## config.mk

```make
export PLATFORM = sky130hd
export DESIGN_NAME = captive_dns_a_responder
export DESIGN_NICKNAME = d
export VERILOG_FILES = /design/src/hw/rtl/cdns_pkg.sv /design/src/hw/rtl/cdns_front.sv /design/src/hw/rtl/cdns_queue.sv /design/src/hw/rtl/cdns_back.sv /design/src/hw/rtl/captive_dns_a_responder.sv
export SDC_FILE = /design/constraint.sdc
export NUM_CORES = 1
export LEC_CHECK = 0
export BUFFER_PORTS_ARGS = -buffer_cell sky130_fd_sc_hd__buf_2
export CAP_MARGIN = 25
export CORE_MARGIN = 8
export CORE_UTILIZATION = 55
export DETAILED_ROUTE_END_ITERATION = 6
export HOLD_SLACK_MARGIN = 0.08
export PLACE_DENSITY = 0.83
export SYNTH_ARGS = -nofsm -noshare
export SYNTH_HDL_FRONTEND = slang
export SYNTH_SLANG_ARGS = --single-unit
```

## constraint.sdc

```tcl
create_clock -name aclk -period 9.9 [get_ports aclk]
set_input_delay 1.98 -clock aclk [delete_from_list [all_inputs] [get_ports aclk]]
set_output_delay 1.98 -clock aclk [all_outputs]
set_load 0.03 [all_outputs]
```

## src/hw/rtl/cdns_pkg.sv

```systemverilog
// shared types, constants and answer-record helper for the dns responder
// no dependencies
`default_nettype none

package cdns_pkg;

    localparam int REPLY_BUFFER_BYTES = 256;
    localparam int IDX_W = $clog2(REPLY_BUFFER_BYTES + 1);
    localparam int NX_W = ((IDX_W > 8) ? IDX_W : 8) + 2;
    localparam int ANSWER_BYTES = 16;
    localparam int ANS_CNT_W = $clog2(ANSWER_BYTES);
    localparam int QUEUE_DEPTH = 4;
    localparam int QPTR_W = $clog2(QUEUE_DEPTH);
    localparam int QCNT_W = $clog2(QUEUE_DEPTH + 1);

    localparam int HEADER_BYTES = 12;
    localparam int OFS_FLAGS = 2;
    localparam int OFS_QD_HI = 4;
    localparam int OFS_QD_LO = 5;
    localparam int OFS_AN_HI = 6;
    localparam int OFS_AN_LO = 7;

    localparam logic [7:0] OPCODE_MASK = 8'h78;
    localparam logic [7:0] QR_BIT = 8'h80;
    localparam logic [7:0] ANCOUNT_LO = 8'h01;

    localparam int CFG_INDEX_W = 2;
    localparam logic [CFG_INDEX_W-1:0] CFG_ANSWER_IP = 2'd0;
    localparam logic [CFG_INDEX_W-1:0] CFG_ANSWER_TTL = 2'd1;
    localparam logic [31:0] TTL_RESET = 32'd300;

    localparam logic [2:0] VERDICT_SEND = 3'd0;
    localparam logic [2:0] VERDICT_TOO_SHORT = 3'd1;
    localparam logic [2:0] VERDICT_NOT_QUERY = 3'd2;
    localparam logic [2:0] VERDICT_NO_QUESTION = 3'd3;
    localparam logic [2:0] VERDICT_BAD_NAME = 3'd4;
    localparam logic [2:0] VERDICT_TOO_LONG = 3'd5;

    localparam logic [7:0] ANS_PTR_HI = 8'hC0;

    typedef struct packed {
        logic [7:0] rx_byte;
        logic       rx_last;
    } rx_item_t;

    typedef struct packed {
        logic [7:0] tx_byte;
        logic       tx_last;
        logic [2:0] verdict;
    } tx_item_t;

    typedef struct packed {
        logic [7:0] data;
        logic       frame_end;
        logic [2:0] verdict;
    } q_entry_t;

    typedef struct packed {
        logic empty;
        logic full;
    } q_status_t;

    typedef enum logic [0:0] {
        BK_PASS,
        BK_ANSWER
    } back_state_t;

    function automatic logic [7:0] answer_byte(input logic [ANS_CNT_W-1:0] k,
                                               input logic [31:0] ip,
                                               input logic [31:0] ttl);
        logic [7:0] r;
        case (k)
            4'd0:    r = ANS_PTR_HI;
            4'd1:    r = 8'(HEADER_BYTES);
            4'd2:    r = 8'h00;
            4'd3:    r = 8'h01;
            4'd4:    r = 8'h00;
            4'd5:    r = 8'h01;
            4'd6:    r = ttl[31:24];
            4'd7:    r = ttl[23:16];
            4'd8:    r = ttl[15:8];
            4'd9:    r = ttl[7:0];
            4'd10:   r = 8'h00;
            4'd11:   r = 8'h04;
            4'd12:   r = ip[31:24];
            4'd13:   r = ip[23:16];
            4'd14:   r = ip[15:8];
            default: r = ip[7:0];
        endcase
        return r;
    endfunction

endpackage

`default_nettype wire

```

## src/hw/rtl/cdns_front.sv

```systemverilog
// front end: accepts query bytes, patches the header, walks the name, judges the frame
// depends on cdns_pkg
`default_nettype none

module cdns_front (
    input  wire logic               aclk,
    input  wire logic               aresetn,
    input  wire logic               s_valid,
    output logic                    s_ready,
    input  wire cdns_pkg::rx_item_t s_data,
    input  wire cdns_pkg::q_status_t q_status,
    output logic                    push_valid,
    output cdns_pkg::q_entry_t      push_data
);
    import cdns_pkg::*;

    localparam logic [IDX_W-1:0] CAP = IDX_W'(REPLY_BUFFER_BYTES);
    localparam logic [IDX_W-1:0] WALK_END = IDX_W'(REPLY_BUFFER_BYTES - 1);
    localparam logic [IDX_W-1:0] LEN_MAX = IDX_W'(REPLY_BUFFER_BYTES - ANSWER_BYTES);
    localparam logic [IDX_W-1:0] HDR = IDX_W'(HEADER_BYTES);

    logic [IDX_W-1:0] byte_index_reg, byte_index_next;
    logic [IDX_W-1:0] next_label_reg, next_label_next;
    logic             name_ended_reg, name_ended_next;
    logic             opcode_nz_reg, opcode_nz_next;
    logic             qcount_nz_reg, qcount_nz_next;

    logic [IDX_W-1:0] i;
    logic [7:0]       b;
    logic [7:0]       ob;
    logic             walk;
    logic [NX_W-1:0]  nx;
    logic [2:0]       verdict;
    logic             xfer;

    assign i = byte_index_reg;
    assign b = s_data.rx_byte;
    assign s_ready = !q_status.full;
    assign xfer = s_valid && s_ready;

    always_comb begin
        ob = b;
        if (i == IDX_W'(OFS_FLAGS)) begin
            ob = b | QR_BIT;
        end else if (i == IDX_W'(OFS_AN_LO)) begin
            ob = ANCOUNT_LO;
        end else if (i == IDX_W'(OFS_AN_HI) || (i >= IDX_W'(8) && i < HDR)) begin
            ob = 8'h00;
        end
    end

    always_comb begin
        opcode_nz_next = (i == IDX_W'(OFS_FLAGS)) ? ((b & OPCODE_MASK) != 8'h00)
                                                  : opcode_nz_reg;
        qcount_nz_next = qcount_nz_reg
                       | ((i == IDX_W'(OFS_QD_HI) || i == IDX_W'(OFS_QD_LO)) && b != 8'h00);
        walk = (i >= HDR) && !name_ended_reg && (i == next_label_reg) && (i < WALK_END);
        name_ended_next = name_ended_reg | (walk && b == 8'h00);
        nx = NX_W'(i) + NX_W'(b) + NX_W'(1);
        next_label_next = next_label_reg;
        if (walk && b != 8'h00) begin
            next_label_next = (nx > NX_W'(CAP)) ? CAP : nx[IDX_W-1:0];
        end
        byte_index_next = (i < CAP) ? i + IDX_W'(1) : i;
    end

    always_comb begin
        if (byte_index_next <= HDR) begin
            verdict = VERDICT_TOO_SHORT;
        end else if (opcode_nz_next) begin
            verdict = VERDICT_NOT_QUERY;
        end else if (!qcount_nz_next) begin
            verdict = VERDICT_NO_QUESTION;
        end else if (!name_ended_next) begin
            verdict = VERDICT_BAD_NAME;
        end else if (byte_index_next > LEN_MAX) begin
            verdict = VERDICT_TOO_LONG;
        end else begin
            verdict = VERDICT_SEND;
        end
    end

    assign push_valid = xfer;
    assign push_data.data = ob;
    assign push_data.frame_end = s_data.rx_last;
    assign push_data.verdict = s_data.rx_last ? verdict : VERDICT_SEND;

    always_ff @(posedge aclk) begin
        if (!aresetn || (xfer && s_data.rx_last)) begin
            byte_index_reg <= '0;
            next_label_reg <= HDR;
            name_ended_reg <= 1'b0;
            opcode_nz_reg  <= 1'b0;
            qcount_nz_reg  <= 1'b0;
        end else if (xfer) begin
            byte_index_reg <= byte_index_next;
            next_label_reg <= next_label_next;
            name_ended_reg <= name_ended_next;
            opcode_nz_reg  <= opcode_nz_next;
            qcount_nz_reg  <= qcount_nz_next;
        end
    end

endmodule

`default_nettype wire

```

## src/hw/rtl/cdns_queue.sv

```systemverilog
// short fifo between the front and back ends
// depends on cdns_pkg
`default_nettype none

module cdns_queue (
    input  wire logic               aclk,
    input  wire logic               aresetn,
    input  wire logic               push_valid,
    input  wire cdns_pkg::q_entry_t push_data,
    input  wire logic               pop_en,
    output cdns_pkg::q_entry_t      pop_data,
    output cdns_pkg::q_status_t     q_status
);
    import cdns_pkg::*;

    q_entry_t          mem_reg [QUEUE_DEPTH];
    logic [QPTR_W-1:0] wr_ptr_reg, rd_ptr_reg;
    logic [QCNT_W-1:0] count_reg, count_next;
    logic              do_push, do_pop;

    assign q_status.empty = (count_reg == '0);
    assign q_status.full  = (count_reg == QCNT_W'(QUEUE_DEPTH));
    assign do_push = push_valid && !q_status.full;
    assign do_pop  = pop_en && !q_status.empty;
    assign pop_data = mem_reg[rd_ptr_reg];

    always_comb begin
        count_next = count_reg;
        if (do_push && !do_pop) begin
            count_next = count_reg + QCNT_W'(1);
        end else if (do_pop && !do_push) begin
            count_next = count_reg - QCNT_W'(1);
        end
    end

    always_ff @(posedge aclk) begin
        if (do_push) begin
            mem_reg[wr_ptr_reg] <= push_data;
        end
    end

    always_ff @(posedge aclk) begin
        if (!aresetn) begin
            wr_ptr_reg <= '0;
            rd_ptr_reg <= '0;
            count_reg  <= '0;
        end else begin
            if (do_push) begin
                wr_ptr_reg <= wr_ptr_reg + QPTR_W'(1);
            end
            if (do_pop) begin
                rd_ptr_reg <= rd_ptr_reg + QPTR_W'(1);
            end
            count_reg <= count_next;
        end
    end

    a_count_bound: assert property (@(posedge aclk) disable iff (!aresetn)
        count_reg <= QCNT_W'(QUEUE_DEPTH))
        else $error("queue count out of range");

    a_push_count: assert property (@(posedge aclk) disable iff (!aresetn)
        (do_push && !do_pop) |=> (count_reg == $past(count_reg) + QCNT_W'(1)))
        else $error("queue count missed a push");

    a_pop_count: assert property (@(posedge aclk) disable iff (!aresetn)
        (do_pop && !do_push) |=> (count_reg == $past(count_reg) - QCNT_W'(1)))
        else $error("queue count missed a pop");

endmodule

`default_nettype wire

```

## src/hw/rtl/cdns_back.sv

```systemverilog
// back end: drains the queue into the output register and appends the answer record
// depends on cdns_pkg
`default_nettype none

module cdns_back (
    input  wire logic                aclk,
    input  wire logic                aresetn,
    input  wire cdns_pkg::q_entry_t  pop_data,
    input  wire cdns_pkg::q_status_t q_status,
    output logic                     pop_en,
    input  wire logic [31:0]         answer_ip,
    input  wire logic [31:0]         answer_ttl,
    output logic                     m_valid,
    input  wire logic                m_ready,
    output cdns_pkg::tx_item_t       m_data
);
    import cdns_pkg::*;

    back_state_t          state_reg, state_next;
    logic [ANS_CNT_W-1:0] ans_cnt_reg, ans_cnt_next;
    logic [2:0]           verdict_reg, verdict_next;
    logic                 m_valid_reg, m_valid_next;
    tx_item_t             m_data_reg, m_data_next;
    logic                 advance;
    logic                 ans_done;

    assign advance  = !m_valid_reg || m_ready;
    assign ans_done = (ans_cnt_reg == ANS_CNT_W'(ANSWER_BYTES - 1));
    assign m_valid  = m_valid_reg;
    assign m_data   = m_data_reg;

    always_comb begin
        state_next = state_reg;
        unique case (state_reg)
            BK_PASS: begin
                if (advance && !q_status.empty && pop_data.frame_end) begin
                    state_next = BK_ANSWER;
                end
            end
            BK_ANSWER: begin
                if (advance && ans_done) begin
                    state_next = BK_PASS;
                end
            end
            default: state_next = BK_PASS;
        endcase
    end

    always_comb begin
        pop_en       = 1'b0;
        ans_cnt_next = ans_cnt_reg;
        verdict_next = verdict_reg;
        m_data_next  = m_data_reg;
        m_valid_next = m_valid_reg && !m_ready;
        unique case (state_reg)
            BK_PASS: begin
                if (advance && !q_status.empty) begin
                    pop_en       = 1'b1;
                    m_valid_next = 1'b1;
                    m_data_next.tx_byte = pop_data.data;
                    m_data_next.tx_last = 1'b0;
                    m_data_next.verdict = VERDICT_SEND;
                    verdict_next = pop_data.verdict;
                    ans_cnt_next = '0;
                end
            end
            BK_ANSWER: begin
                if (advance) begin
                    m_valid_next = 1'b1;
                    m_data_next.tx_byte = answer_byte(ans_cnt_reg, answer_ip, answer_ttl);
                    m_data_next.tx_last = ans_done;
                    m_data_next.verdict = ans_done ? verdict_reg : VERDICT_SEND;
                    ans_cnt_next = ans_done ? '0 : ans_cnt_reg + ANS_CNT_W'(1);
                end
            end
            default: begin
                ans_cnt_next = '0;
            end
        endcase
    end

    always_ff @(posedge aclk) begin
        m_data_reg  <= m_data_next;
        verdict_reg <= verdict_next;
    end

    always_ff @(posedge aclk) begin
        if (!aresetn) begin
            state_reg   <= BK_PASS;
            ans_cnt_reg <= '0;
            m_valid_reg <= 1'b0;
        end else begin
            state_reg   <= state_next;
            ans_cnt_reg <= ans_cnt_next;
            m_valid_reg <= m_valid_next;
        end
    end

    a_no_pop_in_answer: assert property (@(posedge aclk) disable iff (!aresetn)
        (state_reg == BK_ANSWER) |-> !pop_en)
        else $error("queue popped while appending answer");

    a_cnt_idle: assert property (@(posedge aclk) disable iff (!aresetn)
        (state_reg == BK_PASS) |-> (ans_cnt_reg == '0))
        else $error("answer counter not cleared");

    a_verdict_on_last: assert property (@(posedge aclk) disable iff (!aresetn)
        (m_valid_reg && m_data_reg.verdict != VERDICT_SEND) |-> m_data_reg.tx_last)
        else $error("verdict outside final byte");

    a_answer_starts: assert property (@(posedge aclk) disable iff (!aresetn)
        (state_reg == BK_ANSWER && ans_cnt_reg == '0 && advance)
        |=> (m_valid_reg && m_data_reg.tx_byte == ANS_PTR_HI && !m_data_reg.tx_last))
        else $error("answer record does not start with name pointer");

endmodule

`default_nettype wire

```

## src/hw/rtl/captive_dns_a_responder.sv

```systemverilog
// top level of the captive dns responder: config registers, front end, queue, back end
// depends on cdns_pkg, cdns_front, cdns_queue, cdns_back
//
// Takes a dns query one byte per cycle on s_ while the queue is not full and
// returns it on m_ with the QR bit set and the answer, authority and additional
// counts rewritten to 1, 0, 0, then a 16-byte A record (pointer to offset 12,
// type A, class IN, answer_ttl, answer_ip). The final reply byte carries tx_last
// and the verdict; any nonzero verdict means the reply must be discarded. A query
// of N bytes gives N + 16 reply bytes at one byte per cycle while m_ready is high;
// the output register paces the reply and the four-entry queue lets the input
// run ahead until it fills while the answer record goes out. No clearing pass
// after reset. Write answer_ip (index 0) and answer_ttl (index 1) only while idle.
`default_nettype none

module captive_dns_a_responder (
    input  wire logic                         aclk,
    input  wire logic                         aresetn,
    input  wire logic                         s_valid,
    output logic                              s_ready,
    input  wire cdns_pkg::rx_item_t           s_data,
    output logic                              m_valid,
    input  wire logic                         m_ready,
    output cdns_pkg::tx_item_t                m_data,
    input  wire logic                         cfg_valid,
    output logic                              cfg_ready,
    input  wire logic [cdns_pkg::CFG_INDEX_W-1:0] cfg_index,
    input  wire logic [31:0]                  cfg_data
);
    import cdns_pkg::*;

    logic [31:0] answer_ip_reg;
    logic [31:0] answer_ttl_reg;
    q_entry_t    push_data, pop_data;
    q_status_t   q_status;
    logic        push_valid, pop_en;

    assign cfg_ready = 1'b1;

    always_ff @(posedge aclk) begin
        if (!aresetn) begin
            answer_ip_reg  <= '0;
            answer_ttl_reg <= TTL_RESET;
        end else if (cfg_valid) begin
            case (cfg_index)
                CFG_ANSWER_IP:  answer_ip_reg  <= cfg_data;
                CFG_ANSWER_TTL: answer_ttl_reg <= cfg_data;
                default: ;
            endcase
        end
    end

    cdns_front u_front (
        .aclk       (aclk),
        .aresetn    (aresetn),
        .s_valid    (s_valid),
        .s_ready    (s_ready),
        .s_data     (s_data),
        .q_status   (q_status),
        .push_valid (push_valid),
        .push_data  (push_data)
    );

    cdns_queue u_queue (
        .aclk       (aclk),
        .aresetn    (aresetn),
        .push_valid (push_valid),
        .push_data  (push_data),
        .pop_en     (pop_en),
        .pop_data   (pop_data),
        .q_status   (q_status)
    );

    cdns_back u_back (
        .aclk       (aclk),
        .aresetn    (aresetn),
        .pop_data   (pop_data),
        .q_status   (q_status),
        .pop_en     (pop_en),
        .answer_ip  (answer_ip_reg),
        .answer_ttl (answer_ttl_reg),
        .m_valid    (m_valid),
        .m_ready    (m_ready),
        .m_data     (m_data)
    );

endmodule

`default_nettype wire

```

# [Word-level counts from Yosys, hierarchy flattened]
# Memory sizes are Yosys's and may differ from the RTL's. A register that Yosys moved wholly into a read port is not among the register bits.
# Index checks and enable logic that the tools add are counted.
# W data, S select, Z words.
[totals] memories=1 output_inout_bits=15 inputBits=48 ram_bits=48 regBits=113 word_cells=140
[classes] muxes=35 reduce_logical=43 bitwise=3 eq_ne=25 addsub=8 order_cmp=8
[mem_list] memory="u_queue.mem_reg" words=4 word_bits=12 rd=1 rd_ports_with_merged_regs=1 write_ports=1 line_no="cdns_queue.sv:16" source="q_entry_t mem_reg [QUEUE_DEPTH];"
[ops] operator="$pmux W8 S12" n=1
[ops] operator="$eq A9 B3 Y1 const B" n=4
[ops] operator="$eq A4 B4 Y1 const B" n=8
[ops] operator="$mux W3" n=9
[ops] operator="$mux W12" n=2
[ops] operator="$mux W8" n=3
[ops] operator="$pmux W12 S2" n=1
[ops] operator="$ge A9 B4 Y1 const B" n=2
[ops] operator="$mux W9" n=2
[ops] operator="$logic_and A1 B1 Y1" n=17
[ops] operator="$eq A4 B3 Y1 const B" n=4
[ops] operator="$reduce_bool A8 Y1" n=2
[ops] operator="$mux W4" n=3
[ops] operator="$add A11 B1 Y11 const B" n=1
[ops] operator="$gt A11 B9 Y1 const B" n=1
[ops] operator="$add A9 B8 Y10" n=1
[ops] operator="$reduce_and A2 Y1" n=5
[ops] operator="$add A9 B1 Y9 const B" n=1
[ops] operator="$eq A9 B2 Y1 const B" n=1
[ops] operator="$eq A9 B9 Y1" n=1
[ops] operator="$gt A9 B8 Y1 const B" n=1
[ops] operator="$le A9 B4 Y1 const B" n=1
[ops] operator="$lt A9 B4 Y1 const B" n=1
[ops] operator="$lt A9 B8 Y1 const B" n=1
[ops] operator="other kinds (26)" n=49

# [Logic depth before layout (Yosys ltp)]
# Gate-level depths: netlist of the first run.
[depth] word_depth=11 depth_mapped=11 depth_no_buf=10

# [Cells and area by module]
# From an unflattened synthesis of the first run, not the netlist that was laid out.
[hier_totals] cells_unflattened=781 hier_area_um2=8229.1
[by_module_without_submodules] mod="captive_dns_a_responder" cells_per_inst=252 seq_area_each_um2=1281.2 instances=1 area_each_um2=2514.9
[by_module_without_submodules] mod="cdns_queue" cells_per_inst=110 seq_area_each_um2=1621.6 instances=1 area_each_um2=2217.1
[by_module_without_submodules] mod="cdns_front" cells_per_inst=237 seq_area_each_um2=420.4 instances=1 area_each_um2=1879.3
[by_module_without_submodules] mod="cdns_back" cells_per_inst=182 seq_area_each_um2=570.5 instances=1 area_each_um2=1617.8

# [Worst setup path before layout of the first run]
# OpenSTA, ideal clock, no wires.
[synth_timing] path_type="input to register" startpoint="input port s_data[1] in the netlist's numbering" endpoint="register u_front.next_label_reg[4]" setup_ps=69 required_time_ps=9831 t_arrival_ps=4563 path_slack_ps=5268 path_stages=11 n_path_buf=1 cell_sequence="ha_1 -> fa_1 -> a211oi_4 -> nor4b_1 -> or3b_1 -> clkbuf_2 -> a2111o_1 -> o221a_1 -> a311oi_2 -> nand2_1 -> o21ai_1"
[synth_via] elab_chain_cells=4 word_cells_on_any_way=7 classes_between="2 x add/sub; 1 x order compare; 1 x mux; 3 x reduce/logical"
[synth_rtl] item="start, declared" line_no="captive_dns_a_responder.sv:20" source="input wire cdns_pkg::rx_item_t s_data,"
[synth_rtl] item="$add A9 B8 Y10" line_no="cdns_front.sv:59" source="nx = NX_W'(i) + NX_W'(b) + NX_W'(1);"
[synth_rtl] item="$add A11 B1 Y11" line_no="cdns_front.sv:59"
[synth_rtl] item="$gt A11 B9 Y1" line_no="cdns_front.sv:62" source="next_label_next = (nx > NX_W'(CAP)) ? CAP : nx[IDX_W-1:0];"
[synth_rtl] item="$mux W9" line_no="cdns_front.sv:62"
[synth_rtl] item="end signal, assigned" line_no="cdns_front.sv:97" source="next_label_reg <= next_label_next;"
[synth_rtl] item="end, declared" line_no="cdns_front.sv:23" source="logic [IDX_W-1:0] next_label_reg, next_label_next;"
# Parallel ways exist; a longest one is shown, timed or not.
# A chain may end at the register's enable or synchronous reset.

# [Worst setup path after layout of the first run]
[layout_timing] startpoint="input port s_data[1] in the netlist's numbering" endpoint="register u_front.next_label_reg[2]"
# The elaborated chain is that of the path after synthesis.

==> impl_metrics.toml, run 1 <==
[status]
status = "complete, no violations"

[grt]
use_met2 = 0.347
use_met1 = 0.262
grt_pass1_vias = 6128
grt_usage = 0.214
grtUsageMet3 = 0.0543
antenna_found_initial = 1
grt_remaining_overflow = 0
grt_max_degree = 81
top_usage_layer = "met2"
grt_pass1_wl_microns = 31100

[synthesis]
synthArstFlopShare = 0
yosys.area.top_type = "dfxtp_1"
synth_fp_nets = 904
synthSimpleGateAreaFrac = 0.192
syn-instance-count = 831
syn_area_per_cell_sq_um = 9.58
synth_top_family_by_area = "simple AND/OR/NAND/NOR gates"
yosys_most_used_dff = "dfxtp_1"
synthAdderAreaFrac = 0.0412
synth_cell_type_count = 67
yosys.area.top_type_share = 0.251
synth_xor_area_frac = 0.0341
ys_ff_latch = 163
synth_compound_area_frac = 0.167
yosysWarnings = 0
muxShareOfSynthArea = 0.0429
synth_area_leaders = "dfxtp_1 25%, edfxtp_1 24%, nand2_1 8.6%"
synth-edff-count = 63
syn_area_sq_um = 7960
synth.most_common_cell = "nand2_1"
yosysSeqAreaShare = 0.489
synthTopCellsByCount = "182 x nand2_1, 100 x dfxtp_1, 65 x a21boi_0"

[cells_and_area]
largest_reg_flops = 48
fin_area_sq_um = 8940
nets = 938
fin_util = 0.625
syn_to_final_growth_pct = 12.4
drive_gt1_frac = 0.137
antenna_cells = 0

[critical_path]
required_ns = 10.22
ff2ff_path_depth = 10
cp-startpoint = "s_data[1]"
r2r_start = "u_front.byte_index_reg[0]"
path_max_fanout = 5
slowest_stage = "fa_1"
max_stage_delay_ns = 0.45
ff2ff_setup_slack_ns = 6.49
rr_endpoint = "u_front.next_label_reg[2]"
critical_path_class = "primary input to flop"
path_cells = "buf_2, ha_1, fa_1, xor2_1, nand3_1, nor3_1, nand4_1, and3_1, a311oi_1, o22ai_1, a221o_1"
worstPathArrival_ns = 4.96
end_kind = "flop"
start_kind = "primary input"

[cts]
postCtsSetupBuffers = 0
cts-buffers-inserted = 17
ctsHoldBuffers = 0
cts_root_buffer = "clkbuf_16"
htreeDepth = 4
cts.sinks = 163
clk_latency_ns = 0.43
cts_tree = "done"
cts_resized = 0
clkTransAtPathRegs_ns = 0.06
clk_path_buf_depth = 2

[route]
initialDrtViolationCount = 606
postRouteAntennaNets = 0
vias = 6378
wirelength_microns = 19100
firstDrtPassIters = 5
wl_per_cell_microns = 18.0
via_per_inst = 6.01
drc = 0

[run]
cap_violations = 0

[place]
place_hpwl_microns = 12600
place_ws_ns = 4.91
place.port_buffers = 61
place_area_sq_um = 8340
gp_congestion = 0.886

[worst_hold_path]
hold_start = "answer_ttl_reg[15]"
hold_end = "answer_ttl_reg[15]"
hold_class = "flop to flop"
holdPathStages = 2

[floorplanning]
die_y_microns = 136
die-area_sq_um = 18600
die_w_microns = 136
coreArea_sq_um = 14300
initial_core_util = 0.556
io_pins = 63
num_rows = 44

[power]
p_leak_nw = 3.27
power_density_nw_per_um2 = 213
total_power_mw = 1.90
ir_worst_vdd_v = 0.000168

[sta]
setup_viol = 0
finalHoldViolations = 0
worstMarginPinSlew_ns = 0.928
max_freq_ghz = 0.216
finalWorstSetupSlack_ns = 5.26
rsz0062_at_grt = "no"
finClkSkew_ns = 0.0125
min_period_ns = 4.64
finalCritPeriodShare = 0.469
fin_tns_setup_ns = 0
slew_violations = 0
max_slew_margin = 0.380
through the flow:
step,instances,hold WS (ns)
finish,1062,0.467
global route,1062,0.488
CTS,1062,0.467
detailed placement,1030,0.458
global placement,1030,0.442
floorplan,831,0.426
cell type report:
| type | count | area (sq um) |
|---|---|---|
| multi-input combinational | 601 | 3810 |
| clock inverter | 9 | 91.3 |
| sequential | 163 | 3890 |
| clock buffer | 23 | 509 |
| timing repair buffer | 68 | 358 |
| fill | 1165 | 5370 |
| inverter | 14 | 52.6 |
| tap | 184 | 230 |
power breakdown:
part           internal (mW)  switching, mW  total, mW  leakage (nW)
Combinational          0.147          0.248      0.394          1.57
Sequential             0.794         0.0566      0.851          1.40
Clock                  0.390          0.266      0.655         0.295
critical path: cells and delay by family:
| family | cells | cell delay, ns |
|---|---|---|
| fa+ha+maj | 2 | 0.69 |
| xor+xnor | 1 | 0.33 |
| buf+inv | 1 | 0.12 |
| compound gates | 3 | 0.79 |
| simple gates | 4 | 1.04 |
placed cells by master (no fill, tap or decap), drive strengths merged, types with 17 or more instances in the layout:
master,instances
buf,68
nand3,24
ha,23
a21oi,29
a21boi,65
edfxtp,63
dfxtp,100
nor2,45
nand2,182
o21ai,29
and2,18
xnor2,17
clkbuf,23
metal layers:
| layer | vias to the layer above | wire (microns) |
|---|---|---|
| met5 | - | 10 |
| met4 | 2 | 590 |
| li1 | 3024 | - |
| met3 | 62 | 1480 |
| met1 | 3013 | 8020 |
| met2 | 277 | 9030 |
worst max path at each step:
stage                           endpoint  cells after the start  slack, ns
6_report       u_front.next_label_reg[2]                     11       5.26
5_1_grt        u_front.next_label_reg[2]                     11       5.11
4_1_cts        u_front.next_label_reg[2]                     11       5.30
3_5_place_dp   u_front.next_label_reg[4]                     11       4.91
3_3_place_gp   u_front.next_label_reg[5]                     11       5.00
2_1_floorplan  u_front.next_label_reg[4]                     11       5.27
cells by family after synthesis:
family          Yosys count
simple gates            337
compound gates          188
flops                   163
buf+inv                  67
xor+xnor                 31
fa+ha+maj                25
mux                      19
other cells               1
No activity file was read; power rests on OpenSTA's default activity.
==> inputs of run 2 (changes only) <==
CORE_UTILIZATION = 54   (was 55)
PLACE_DENSITY = 0.85   (was 0.83)
clock period = 4.18 ns   (was 9.9 ns; I/O delays follow)
==> run 2 against run 1 <==
Clock power up 120%. Non-clock buffer count up 2. Sequential share of layout area up 0.13 points. Sequential power up 130%. Cell area down 0.31%. Critical path depth unchanged. Global-route usage down 1.0 points. Wire length down 1.7%. Register-to-register slack worse by 5.7 ns. Core utilization down 0.90 points. Die area up 1.6%. Clock skew down 0.0016 ns.
==> impl_metrics.toml, run 2 (same netlist as run 1, synthesis figures left out) <==
[critical_path]
start_kind = "primary input"
path_cells = "buf_2, ha_1, fa_1, xor2_1, nand3_1, nor3_1, nand4_1, and3_1, a311oi_1, o22ai_1, a221o_1"
required_ns = 4.48
critical_path_class = "primary input to flop"
ff2ff_path_depth = 10
cp.depth = 11
cp_num_buf_inv = 1
max_stage_delay_ns = 0.45
end_kind = "flop"
worstPathArrival_ns = 3.74
slowest_stage = "fa_1"
path_delay_family = "simple AND/OR/NAND/NOR gates"
path_max_fanout = 5

[place]
place.port_buffers = 61
place_area_sq_um = 8360
place_hpwl_microns = 12800
gp_congestion = 0.933

[cells_and_area]
final_common_cell = "nand2_1"
multi_input_area_sq_um = 3810
regArea_sq_um = 3890
syn_to_final_growth_pct = 12.0
layout_common_cells = "182 x nand2_1, 100 x dfxtp_1, 65 x a21boi_0"
nets = 940
drive_gt1_frac = 0.138
antenna_cells = 0
fin_area_sq_um = 8920
nFillCells = 1214
largest_reg_flops = 48

[sta]
setup_viol = 0
finalCritPeriodShare = 0.822
finalHoldViolations = 0
max_slew_margin = 0.387
worstMarginPinSlew_ns = 0.918
fin_tns_setup_ns = 0
rsz0062_at_grt = "no"
max_freq_ghz = 0.291
slew_violations = 0
min_period_ns = 3.44
finClkSkew_ns = 0.0109

[cts]
cts_tree = "done"
clkTransAtPathRegs_ns = 0.06
cts-buffers-inserted = 17
clk_latency_ns = 0.43
cts_resized = 0
htreeDepth = 4
cts_root_buffer = "clkbuf_16"
postCtsSetupBuffers = 0
clk_path_buf_depth = 2
cts.sinks = 163
ctsHoldBuffers = 0

[power]
ir_worst_vdd_v = 0.000363
p_leak_nw = 3.25
total_power_mw = 4.42
power_density_nw_per_um2 = 496

[route]
wirelength_microns = 18800
firstDrtPassIters = 5
vias = 6237
initialDrtViolationCount = 677
wl_per_cell_microns = 17.7
postRouteAntennaNets = 0
via_per_inst = 5.86
drc = 0

[grt]
grt_pass1_vias = 5928
grt_usage = 0.203
grt_pass1_wl_microns = 29800
antenna_found_initial = 1
grt_remaining_overflow = 0
grt_max_degree = 80

[floorplanning]
num_rows = 44
initial_core_util = 0.550
die_y_microns = 137
io_pins = 63
coreArea_sq_um = 14500
die-area_sq_um = 18900
die_w_microns = 137

[run]
cap_violations = 0

[worst_hold_path]
holdPathStages = 2
hold_class = "flop to flop"

[status]
status = "complete, no violations"
run 2: changes by cell type in the layout (fill, tap and decap cells not counted), sizes merged:
cell	delta
clkinvlp	+1
inv	+2
buf	+2
bufinv	-1
clkinv	-2
run 2: layout make-up:
type | instances | share of cell area
tap | 184 | 0.0258
clock inverter | 9 | 0.00786
clock buffer | 23 | 0.0547
sequential | 163 | 0.437
timing repair buffer | 70 | 0.0418
multi-input combinational | 601 | 0.427
inverter | 14 | 0.00589
run 2: final timing paths:
path | end | from | slack (ns)
setup / recovery | u_front.next_label_reg[2] | s_data[1] | 0.74
hold / removal | u_front.next_label_reg[4] | u_front.next_label_reg[4] | 0.46
setup reg to reg | u_front.next_label_reg[2] | u_front.byte_index_reg[0] | 0.83
hold reg to reg | u_front.next_label_reg[4] | u_front.next_label_reg[4] | 0.46
run 2: stage by stage:
stage / utilization / cells / hold slack (ns) / setup WS, ns
global route: 0.616 / 1064 / 0.489 / 0.577
detailed placement: 0.577 / 1032 / 0.453 / 0.317
floorplan: - / 831 / 0.426 / 0.692
CTS: 0.616 / 1064 / 0.465 / 0.771
global placement: 0.577 / 1032 / 0.443 / 0.415
finish: 0.616 / 1064 / 0.460 / 0.745
run 2: power breakdown:
part           switching [mW]  internal [mW]
clock network           0.636          0.830
logic                   0.615          0.351
registers               0.109           1.88
run 2: worst min-delay path: cells and delay by family (launching register included):
kind            cells  cell delay, ns
flops               1            0.32
simple gates        1            0.05
compound gates      1            0.05
run 2: routing by layer:
layer	share of wire	GRT usage
met1	0.43	0.253
met2	0.47	0.323
met3	0.071	0.0602
met4	0.025	0.0827
met5	0.00064	0
